## config.mk

```make
export PLATFORM = sky130hd
export DESIGN_NAME = drpi_ctrl
export DESIGN_NICKNAME = d
export VERILOG_FILES = /design/src/drpi_pkg.sv /design/src/drpi_ctrl.sv
export SDC_FILE = /design/constraint.sdc
export NUM_CORES = 1
export LEC_CHECK = 0
export BUFFER_PORTS_ARGS = -buffer_cell sky130_fd_sc_hd__buf_2
export CAP_MARGIN = 10
export CORE_MARGIN = 2
export CORE_UTILIZATION = 37
export CTS_BUF_LIST = sky130_fd_sc_hd__clkbuf_8
export CTS_CLUSTER_DIAMETER = 30
export DETAILED_ROUTE_END_ITERATION = 10
export MAX_ROUTING_LAYER = met4
export PLACE_DENSITY_LB_ADDON = 0.3
export SLEW_MARGIN = 20
export SYNTH_ARGS = -nofsm -noshare
export SYNTH_HDL_FRONTEND = slang
export SYNTH_SLANG_ARGS = --single-unit
```

## constraint.sdc

```tcl
create_clock -name clk -period 3 [get_ports clk]
set_input_delay 0.15 -clock clk [delete_from_list [all_inputs] [get_ports clk]]
set_output_delay 0.15 -clock clk [all_outputs]
set_load 0.005 [all_outputs]
```

## src/drpi_pkg.sv

```systemverilog
`timescale 1ns / 1ps
// Shared types and constants for the dead-reckoning pose integrator.
// Used by drpi_ctrl, drpi_datapath and the top level; depends on nothing.
package drpi_pkg;

  // CORDIC start value: inverse gain in Q30
  localparam logic signed [33:0] CORDIC_GAIN_Q30 = 34'sd652032874;

  typedef enum logic [2:0] {
    ST_IDLE,
    ST_LOAD,
    ST_ITER,
    ST_FINISH,
    ST_MUL,
    ST_ACC,
    ST_OUT
  } state_t;

  // Command word from the controller to the datapath
  typedef struct packed {
    logic       capture;
    logic       load;
    logic       iter;
    logic       finish;
    logic       mul;
    logic       acc;
    logic       out_load;
    logic       lane;
    logic [4:0] idx;
  } cmd_t;

  // atan(2^-i) as a 32-bit binary angle per full turn
  function automatic logic [31:0] atan_entry(input logic [4:0] i);
    logic [31:0] r;
    case (i)
      5'd0:  r = 32'h20000000;
      5'd1:  r = 32'h12E4051E;
      5'd2:  r = 32'h09FB385B;
      5'd3:  r = 32'h051111D4;
      5'd4:  r = 32'h028B0D43;
      5'd5:  r = 32'h0145D7E1;
      5'd6:  r = 32'h00A2F61E;
      5'd7:  r = 32'h00517C55;
      5'd8:  r = 32'h0028BE53;
      5'd9:  r = 32'h00145F2F;
      5'd10: r = 32'h000A2F98;
      5'd11: r = 32'h000517CC;
      5'd12: r = 32'h00028BE6;
      5'd13: r = 32'h000145F3;
      5'd14: r = 32'h0000A2FA;
      5'd15: r = 32'h0000517D;
      5'd16: r = 32'h000028BE;
      5'd17: r = 32'h0000145F;
      5'd18: r = 32'h00000A30;
      5'd19: r = 32'h00000518;
      5'd20: r = 32'h0000028C;
      5'd21: r = 32'h00000146;
      5'd22: r = 32'h000000A3;
      5'd23: r = 32'h00000051;
      default: r = 32'h00000000;
    endcase
    return r;
  endfunction

endpackage

```

## src/drpi_ctrl.sv

```systemverilog
`timescale 1ns / 1ps
// Sequencer for the pose integrator: input and output handshakes,
// CORDIC step counter and lane select. Depends on drpi_pkg.
module drpi_ctrl import drpi_pkg::*; #(
  parameter int CORDIC_STEPS = 16
) (
  input  logic clk,
  input  logic rst,
  input  logic in_valid,
  output logic in_stall,
  output logic out_valid,
  input  logic out_stall,
  output cmd_t cmd
);

  localparam int IW = $clog2(CORDIC_STEPS);
  localparam logic [IW-1:0] LAST_IDX = IW'(CORDIC_STEPS - 1);

  state_t          state, state_next;
  logic [IW-1:0]   idx, idx_next;
  logic            lane, lane_next;
  logic            out_valid_next;

  always_ff @(posedge clk) begin
    if (rst) begin
      state <= ST_IDLE;
    end else begin
      state <= state_next;
    end
  end

  always_ff @(posedge clk) begin
    if (rst) begin
      idx       <= '0;
      lane      <= 1'b0;
      out_valid <= 1'b0;
    end else begin
      idx       <= idx_next;
      lane      <= lane_next;
      out_valid <= out_valid_next;
    end
  end

  assign in_stall = (state != ST_IDLE);

  always_comb begin
    state_next = state;
    idx_next   = idx;
    lane_next  = lane;
    cmd        = '0;
    cmd.lane   = lane;
    cmd.idx    = 5'(idx);
    out_valid_next = out_valid & out_stall;
    case (state)
      ST_IDLE: begin
        if (in_valid) begin
          cmd.capture = 1'b1;
          state_next  = ST_LOAD;
        end
      end
      ST_LOAD: begin
        cmd.load   = 1'b1;
        idx_next   = '0;
        state_next = ST_ITER;
      end
      ST_ITER: begin
        cmd.iter = 1'b1;
        if (idx == LAST_IDX) begin
          state_next = ST_FINISH;
        end else begin
          idx_next = idx + IW'(1);
        end
      end
      ST_FINISH: begin
        cmd.finish = 1'b1;
        lane_next  = 1'b0;
        state_next = ST_MUL;
      end
      ST_MUL: begin
        cmd.mul    = 1'b1;
        state_next = ST_ACC;
      end
      ST_ACC: begin
        cmd.acc = 1'b1;
        if (lane) begin
          state_next = ST_OUT;
        end else begin
          lane_next  = 1'b1;
          state_next = ST_MUL;
        end
      end
      ST_OUT: begin
        // hold until the output slot is free or its beat is taken now
        if (!out_valid || !out_stall) begin
          cmd.out_load   = 1'b1;
          out_valid_next = 1'b1;
          state_next     = ST_IDLE;
        end
      end
      default: begin
        state_next = ST_IDLE;
      end
    endcase
  end

endmodule

```

# Word-level counts from Yosys, hierarchy flattened

Index checks and enable logic that the tools add are counted.

Register bits: 9
Word-level logic and storage cells: 45
Bits of input ports: 4

Add/sub/neg operators: 1
Reductions and logical operators: 9
Muxes and demuxes: 19
Equality and inequality tests: 11
Bitwise logic cells: 1

Operators with widths:

| cell                                                 | count |
|---|---|
| case mux 3 bit (7 select lines)                      | 1 |
| two-way mux 1 bit                                    | 11 |
| equality test 3 bit (second input constant)          | 3 |
| two-way mux 3 bit                                    | 3 |
| inequality test 2 bit (second input constant)        | 4 |
| case mux 4 bit (2 select lines)                      | 1 |
| equality test 3 x 2 -> 1 bit (second input constant) | 2 |
| adder 4 x 1 -> 4 bit (second input constant)         | 1 |
| equality test 4 bit (second input constant)          | 1 |
| two-way mux 4 bit                                    | 1 |
| nonzero test 2 bit                                   | 2 |
| equality test 3 x 1 -> 1 bit (second input constant) | 1 |
| zero test 3 bit                                      | 1 |
| AND reduction 3 bit                                  | 1 |
| nonzero test 3 bit                                   | 1 |
| zero test 1 bit                                      | 2 |
| two-way mux 2 bit                                    | 1 |
| case mux 1 bit (2 select lines)                      | 1 |
| AND reduction 2 bit                                  | 1 |
| bitwise AND 1 bit                                    | 1 |
| logical OR 1 bit                                     | 1 |

# Logic depth before layout (Yosys ltp)

Gate-level depths: netlist of the first run.

Word-level depth: 4
Gate-level depth with buffers: 4
Mapped depth without buffers: 4

# Worst setup path after synthesis of the first run

No wires, ideal clock.

Path type: register to register
From: register idx[0]
To: register idx[3]
Path slack: 1.669 ns
Stages on the path, launching flop included: 5
Arrival time: 1.259 ns
Period minus slack after synthesis: 1.331 ns
Buffers on the path: 0
Cells stage by stage: dfxtp_1 ha_1 and4_1 nor4_1 mux2i_1

Cells in the longest elaborated chain, start to end: 3

RTL lines:

| element                                                                       | line                             | RTL |
|---|---|---|
| from (decl)                                                                   | drpi_ctrl.sv:20                  | `logic [IW-1:0] idx, idx_next;` |
| from (signal assigned)                                                        | drpi_ctrl.sv:38                  | `idx <= idx_next;` |
| adder 4 x 1 -> 4 bit / equality test 4 bit (equally long branches)            | drpi_ctrl.sv:71, drpi_ctrl.sv:68 |  |
| two-way mux 4 bit / inequality test 2 bit (equally long branches)             | -                                |  |
| case mux 4 bit (2 select lines) / AND reduction 2 bit (equally long branches) | -                                |  |

Several ways; a longest one is shown, not always the timed one. The select of a mux whose other input is x is not followed.
A chain may end at the register's enable or synchronous reset.

==> results of run 1 <==
==> power by group <==
group | total (W) | internal, W | switching (W)
registers | 0.000136 | 0.000125 | 0.0000107
logic | 0.0000510 | 0.0000263 | 0.0000247
clock network | 0.000137 | 0.0000891 | 0.0000478
==> path summary, 6_finish.rpt <==
kind | start | end | slack, ns | cells past startpoint
hold / removal | out_stall | out_valid | 0.21 | 3
hold reg to reg | lane | lane | 0.52 | 2
setup / recovery | state[1] | cmd[6] | 1.34 | 4
setup reg to reg | state[1] | idx[0] | 1.42 | 3
==> registers in the layout, summed over array words and instances, names as in the netlist <==
register / count
out_valid: 1
state: 3
lane: 1
idx: 4
==> placed cells by master (no fill, tap or decap), drive strengths merged, types with 3 or more instances in the layout <==
cell type  count
inv            7
dfxtp          9
or3            4
clkbuf         3
or3b           3
nor2           4
a21oi          5
nand3          3
a211oi         3
buf           17
==> final cells by class <==
cell class	count	area [um^2]
clock buffers	3	41.3
clock inverters	1	3.75
fillers	149	696
inverters	6	22.5
multi-input cells	45	303
flip-flops and latches	9	180
well taps	15	18.8
repair buffers	17	85.1
==> critical path, delay by kind of cell (launching register included) <==
| family | cells | cell delay, ns |
|---|---|---|
| flip-flops | 1 | 0.49 |
| AND/OR/NAND/NOR | 1 | 0.40 |
| buffers and inverters | 2 | 0.26 |
| AO/OA/AOI/OAI | 1 | 0.13 |
==> cell families after synthesis <==
kind of cell | Yosys count | synth area share [%]
AOI/OAI and AO/OA | 15 | 18.5
xor gates and xnor gates | 1 | 1.60
muxes | 1 | 1.83
and+or+nand+nor | 26 | 30.4
adders and majority gates | 1 | 2.28
DFF | 9 | 32.9
buffers and inverters | 13 | 11.9
other | 1 | 0.684
==> metrics by stage <==
stage | hold WS [ns] | cell area, um^2
floorplan | 0.310 | 548
global placement | 0.445 | 609
detailed placement | 0.451 | 609
CTS | 0.207 | 654
global route | 0.239 | 654
finish | 0.210 | 654
==> Yosys cell counts, drive strengths merged <==
master,count
a211o,1
nand2b,2
buf,6
nand3b,2
a21oi,5
nand3,3
xnor2,1
o22ai,1
nor3,1
inv,6
ha,1
mux2i,1
nor3b,1
and3,1
o221ai,1
nor2,4
o21ai,2
clkbuf,1
nand2,1
nor4,1
o31ai,1
or3b,3
dfxtp,9
o211ai,1
conb,1
and4,1
or3,4
and3b,2
a211oi,3
==> layer usage <==
metal  part of all wire, %  wire (um)
met1                    52        550
met2                    39        419
met3                   8.0         85
met4                  0.94         10
met5                     0          0
==> impl_metrics.toml, run 1 <==
[route]
drt_iter0_markers = 4
viasPerCell = 5.27
dr.pass1.iters = 4
routed_wl_um = 1070
ant_nets = 0
wl_per_cell_um = 11.1
route.detailed.drc = 0
vias = 506

[floorplanning]
io_pins = 19
die_area_um2 = 1800
initial_core_util_pct = 40.6
die_w_um = 42.5
rows = 13
die_height_um = 42.5
design.core.area_um2 = 1350

[cells_and_area]
antenna_cells = 0
area_growth_pct = 19.4
layout-drive-gt1-share_pct = 27.2
layout.nets = 87
final_util_pct = 48.5
fin_cells = 96

[grt]
busiest_layer = "met2"
grt_pass1_vias = 430
grt_overflow = 0
grt_pass1_wl_um = 1810
grt_max_degree = 13
grtUsageMet2_pct = 18.5
antenna_found_initial = 0
grt_use_met3_pct = 3.88
grt_usage_pct = 13.6
use_met1_pct = 17.9

[placed_design]
dpl.hpwl_um = 799
io_buffers = 17
pre_cts_ws_ns = 1.43
post-place-cells = 92
gp_congestion = 0.761

[power_and_ir_drop]
peakVddDrop_mv = 0.273
power_density_nw_per_um2 = 495
p_total_w = 0.000324
leakage_nw = 0.319

[worst_setup_path]
worstSetupStartpointType = "register"
worstPathCellList = "inv_1 -> or3_1 -> a21oi_1 -> buf_2"
end_kind = "output port"
worst_path_largest_cell_delay_ns = 0.49
cp_slowest_cell = "dfxtp_1"
cp_data_arrival_time_ns = 1.51
cp_max_fo = 11
crit_required_ns = 2.85
worstSetupPathType = "register to output port"

[run_status]
status = "finished clean"

[clocking]
cts_hold_buf = 0
post_cts_resized = 0
cts_setup_buffers = 0
clk_pin_slew_worst_paths_ns = 0.05
cts_buffers = 3
cts-root-buf = "clkbuf_8"
cts.path.max_buffers = 2
clk_latency_ns = 0.23
cts_tree = "done"
cts_sinks = 9
htreeDepth = 1

[yosys]
yosys.area.top_type = "dfxtp_1"
yosysSeqAreaShare_pct = 32.9
synth_top_area_share_pct = 32.9
synth_nets = 72
synthTopCellsByArea = "dfxtp_1, buf_4, a21oi_1, or3_1, inv_1"
syn_area_um2 = 548
synthCells = 67
synth_cell_types = 33
synth-seq-cells = 9
yosysWarnings = 0
synth_area_per_cell_um2 = 8.18

[sta]
slew_viol_final = 0
fmax_mhz = 602
fin_ws_ns = 1.34
finalSetupViolations = 0
fin_skew_ns = 0.00479
fin_crit_ns = 1.66
hold_violations = 0
rsz0062_at_grt = "false"
period_share_pct = 55.4
final.setup.tns_ns = 0

[min_path]
holdCritPathClass = "primary input to register"

[flow_run]
cap_viol_max_count = 0
Power figures use the tool's default switching activity.
==> run 2, diff against run 1 <==
--- a/config.mk
+++ b/config.mk
@@ -5,6 +5,7 @@
 export SDC_FILE = /design/constraint.sdc
 export NUM_CORES = 1
 export LEC_CHECK = 0
+export ABC_AREA = 1
 export BUFFER_PORTS_ARGS = -buffer_cell sky130_fd_sc_hd__buf_2
 export CAP_MARGIN = 10
 export CORE_MARGIN = 2
==> constraint.sdc (replaced) <==
create_clock -name clk -period 1.4 [get_ports clk]
set_input_delay 0.07 -clock clk [delete_from_list [all_inputs] [get_ports clk]]
set_output_delay 0.07 -clock clk [all_outputs]
set_load 0.005 [all_outputs]
==> impl_metrics.toml, run 2 <==
[floorplanning]
rows = 13
die_height_um = 41.2
design.core.area_um2 = 1300
die_w_um = 41.2
initial_core_util_pct = 39.4
io_pins = 19
die_area_um2 = 1700

[yosys]
syn_area_um2 = 513
synth-seq-cells = 9
ys_top_cells_by_count = "nor2_1, dfxtp_1, nand2_1"
synthArstFlopShare_pct = 0
synth_edf_count = 0
yosysSeqAreaShare_pct = 35.1
synthFlopType = "dfxtp_1"
synth_area_per_cell_um2 = 7.12
synth_cell_types = 20
yosysWarnings = 0
yosysMostFrequentCell = "nor2_1"
synthCells = 72
yosys.area.top_type = "dfxtp_1"
synth_top_area_share_pct = 35.1
synthTopCellsByArea = "dfxtp_1, nor2_1, a21oi_1, nand3_1, nand2_1"
synth_nets = 77

[min_path]
holdCritPathClass = "primary input to register"
hold_end = "state[2]"
min_from = "rst"
hold_depth = 2

[power_and_ir_drop]
leakage_nw = 0.329
p_clk_share_pct = 25.4
power.switching_w = 0.000467
p_seq_share_pct = 33.3
p_comb_share_pct = 41.3
internal-power_w = 0.000693
power_density_nw_per_um2 = 1810
swShare_pct = 40.3
peakVddDrop_mv = 0.698

[worst_setup_path]
rr_startpoint = "idx[0]"
r2r_cells = 6
r2r-end = "idx[1]"
worstSetupStartpointType = "register"
cp_max_fo = 5
rrSetupSlack_ns = 0.19
end_kind = "output port"
crit_required_ns = 1.33
cp_data_arrival_time_ns = 1.20
worstSetupPathType = "register to output port"

[sta]
whs_ns = 0.0829
rsz0062_at_grt = "false"
slew_viol_final = 0
finalSetupViolations = 0
hold_violations = 0
final.setup.tns_ns = 0
fin_crit_ns = 1.27
period_share_pct = 91.0
fmax_mhz = 785
fin_skew_ns = 0.000299

[route]
vias = 506
ant_nets = 0
viasPerCell = 4.82
route.detailed.drc = 0
drt_iter0_markers = 8
routed_wl_um = 1060
dr.pass1.iters = 4
wl_per_cell_um = 10.1

[placed_design]
gp_congestion = 0.789
dpl.hpwl_um = 836
place_area_um2 = 594
post-place-cells = 101
io_buffers = 17

[cells_and_area]
largest_register_ffs = 4
fin_area_um2 = 639
fin_cells = 105
antenna_cells = 0
layout_commonest_cell = "buf_2"
layout.nets = 96
final_util_pct = 49.1
area_growth_pct = 24.6
layout-drive-gt1-share_pct = 35.6
final_cell_mix = "buf_2, nor2_1, dfxtp_1, inv_1, nand2_1"
regMostFlops = "idx"
top_regs = "idx: 4 flops, state: 3 flops"

[clocking]
cts_sinks = 9
htreeDepth = 1
cts_buffers = 3
cts-root-buf = "clkbuf_8"
cts_setup_buffers = 0
post_cts_resized = 0
cts_tree = "done"
cts.path.max_buffers = 2
cts_hold_buf = 0
clk_latency_ns = 0.23
clk_pin_slew_worst_paths_ns = 0.04

[grt]
antenna_found_initial = 0
grt_usage_pct = 15.5
grt_pass1_vias = 385
grt_overflow = 0
grt_max_degree = 8
grt_pass1_wl_um = 1570

[run_status]
status = "finished clean"

[flow_run]
cap_viol_max_count = 0
==> run 2: cell count changes after synthesis, sizes merged, moves of 3 or more <==
| cell | before | now |
|---|---|---|
| nand3 | 3 | 9 |
| buf | 6 | 3 |
| inv | 6 | 10 |
| nor2 | 4 | 13 |
| nand2 | 1 | 10 |
| or3 | 4 | 0 |
| nor3 | 1 | 4 |
| a211oi | 3 | 0 |
| or3b | 3 | 0 |
==> run 2: how the worst max path moves through the flow <==
stage / slack, ns / cells past startpoint / end / from
after floorplan: 0.29 / 6 / idx[2] / idx[0]
final: 0.13 / 5 / cmd[6] / state[1]
after global routing: 0.04 / 5 / cmd[11] / state[0]
after global placement: 0.22 / 6 / idx[2] / idx[0]
after detailed placement: 0.20 / 6 / idx[1] / idx[0]
after CTS: 0.13 / 5 / cmd[11] / state[0]
==> run 2: metrics by stage <==
stage	setup slack, ns	total power, W
after global placement	0.219	0.000869
after floorplan	0.295	0.000726
after CTS	0.128	0.00118
after detailed placement	0.204	0.000873
final	0.126	0.00116
after global routing	0.0398	0.00126
==> run 2: cell type report <==
cell class                 instances  area (um^2)
timing repair buffer              17         85.1
tap                               15         18.8
sequential                         9          180
clock inverter                     1         3.75
clock buffer                       3         41.3
inverter                          10         37.5
fill                             144          662
multi-input combinational         50          273
==> run 2: metal layers <==
layer	track usage (%)	vias up	wire, um
met3	3.26	4	55
met1	20.1	221	515
li1	-	267	-
met4	13.7	0	25
met2	19.5	14	464
met5	-	-	0
==> run 2: cells by family (layout without fill, tap and decap cells) <==
group	count (synthesis)	in the layout	share of synthesized area, %
AO/OA/AOI/OAI	12	12	12.2
other	1	1	0.731
adder cells (fa/ha/maj)	1	1	2.44
AND/OR/NAND/NOR	36	36	37.8
flip-flops	9	9	35.1
buffers and inverters	13	31	11.7
==> run 2: critical path: stages, from the launching register on <==
cell,delay [ns]
dfxtp_1,0.41
inv_2,0.11
nor2_4,0.13
nand2_1,0.11
nor2_1,0.10
buf_2,0.11
==> run 2: power groups by stage <==
stage	logic (W)	clock network [W]	registers, W
floorplan	0.000348	0	0.000379
global placement	0.000483	0	0.000386
detailed placement	0.000485	0	0.000388
CTS	0.000487	0.000307	0.000384
global route	0.000549	0.000320	0.000391
finish	0.000479	0.000294	0.000386
==> run 3, diff against run 2 <==
--- a/config.mk
+++ b/config.mk
@@ -15,6 +15,8 @@
 export DETAILED_ROUTE_END_ITERATION = 10
 export MAX_ROUTING_LAYER = met4
 export PLACE_DENSITY_LB_ADDON = 0.3
+export RECOVER_POWER = 100
+export SKIP_LAST_GASP = 1
 export SLEW_MARGIN = 20
 export SYNTH_ARGS = -nofsm -noshare
 export SYNTH_HDL_FRONTEND = slang
==> impl_metrics.toml, run 3 (synthesis results as in run 2) <==
[sta]
fmax_mhz = 779
fin_skew_ns = 0.000233
final.setup.tns_ns = 0
finalSetupViolations = 0
fin_crit_ns = 1.28
hold_violations = 0
slew_viol_final = 0
period_share_pct = 91.7
rsz0062_at_grt = "false"

[power_and_ir_drop]
p_comb_share_pct = 40.3
p_seq_share_pct = 33.6
swShare_pct = 40.3
leakage_nw = 0.299
power_density_nw_per_um2 = 1840
p_clk_share_pct = 26.1
internal-power_w = 0.000679
peakVddDrop_mv = 0.691
power.switching_w = 0.000458

[cells_and_area]
fin_cells = 105
area_growth_pct = 20.5
final_cell_mix = "buf_2, nor2_1, inv_1, nand3_1, dfxtp_1"
antenna_cells = 0
layout_commonest_cell = "buf_2"
largest_register_ffs = 4
layout-drive-gt1-share_pct = 25.6
layout.nets = 96
top_regs = "idx: 4 flops, state: 3 flops"
regMostFlops = "idx"

[worst_setup_path]
r2r_cells = 6
crit_required_ns = 1.33
end_kind = "output port"
cp_data_arrival_time_ns = 1.21
worstSetupStartpointType = "register"
worstSetupPathType = "register to output port"
cp_max_fo = 5
rrSetupSlack_ns = 0.13

[floorplanning]
die_w_um = 41.2
die_height_um = 41.2
initial_core_util_pct = 39.4
rows = 13
die_area_um2 = 1700
io_pins = 19
design.core.area_um2 = 1300

[route]
route.detailed.drc = 0
dr.pass1.iters = 4
routed_wl_um = 1070
vias = 500
viasPerCell = 4.76
ant_nets = 0
wl_per_cell_um = 10.2
drt_iter0_markers = 12

[clocking]
cts_hold_buf = 0
cts_setup_buffers = 0
cts_sinks = 9
cts-root-buf = "clkbuf_8"
cts.path.max_buffers = 2
post_cts_resized = 0
htreeDepth = 1
clk_pin_slew_worst_paths_ns = 0.04
clk_latency_ns = 0.23
cts_buffers = 3
cts_tree = "done"

[grt]
grt_overflow = 0
grt_max_degree = 8
grt_pass1_wl_um = 1570
antenna_found_initial = 0
grt_pass1_vias = 385
grt_usage_pct = 15.5

[flow_run]
cap_viol_max_count = 0

[placed_design]
post-place-cells = 101
gp_congestion = 0.789
io_buffers = 17
dpl.hpwl_um = 836

[run_status]
status = "finished clean"

[min_path]
holdCritPathClass = "primary input to register"
hold_depth = 2
-- run 3: cell types whose count changed in the layout (fill, tap and decap cells not counted) --
cell,delta
buf_2,-5
clkbuf_1,+5
nand3_1,+2
nand3_2,-2
inv_1,+1
inv_2,-1
nor3_1,+1
nor3_2,-1
-- run 3: path summary, 6_finish.rpt --
path | from | to
worst max-delay path | state[1] | cmd[10]
worst min-delay path | rst | state[2]
worst max register to register | idx[0] | idx[1]
worst min register to register | out_valid | out_valid
-- run 3: routing by layer --
metal	up-vias	share of wire [%]	global-route usage [%]
li1	268	-	-
met4	0	2.4	13.7
met5	-	0	-
met3	4	6.1	3.26
met1	210	50	20.1
met2	18	41	19.5
-- run 3: layout make-up --
class,instances,area (um^2)
Fill cell,150,683
Timing Repair Buffer,17,78.8
Clock buffer,3,41.3
Multi-Input combinational cell,50,258
Sequential cell,9,180
Tap cell,15,18.8
Inverter,10,37.5
Clock inverter,1,3.75
-- run 3: power by group through the flow --
stage / clock network [W] / logic [W] / registers, W
floorplan: 0 / 0.000348 / 0.000379
finish: 0.000296 / 0.000458 / 0.000382
global placement: 0 / 0.000483 / 0.000386
CTS: 0.000307 / 0.000487 / 0.000384
global route: 0.000320 / 0.000526 / 0.000388
detailed placement: 0 / 0.000485 / 0.000388
-- run 3: through the flow --
step	power, W	hold WS [ns]	cell area, um^2	util [%]	setup WS, ns
after floorplan	0.000726	0.139	513	-	0.295
after global placement	0.000869	0.327	594	45.7	0.219
after detailed placement	0.000873	0.331	594	45.7	0.204
after CTS	0.00118	0.0822	639	49.1	0.128
after global routing	0.00123	0.0969	618	47.5	0.0280
final	0.00114	0.0876	618	47.5	0.116
-- run 3: worst max-delay path, stage by stage (launching register included) --
cell	delay [ns]
dfxtp_1	0.41
inv_2	0.10
nor3_1	0.29
buf_2	0.18
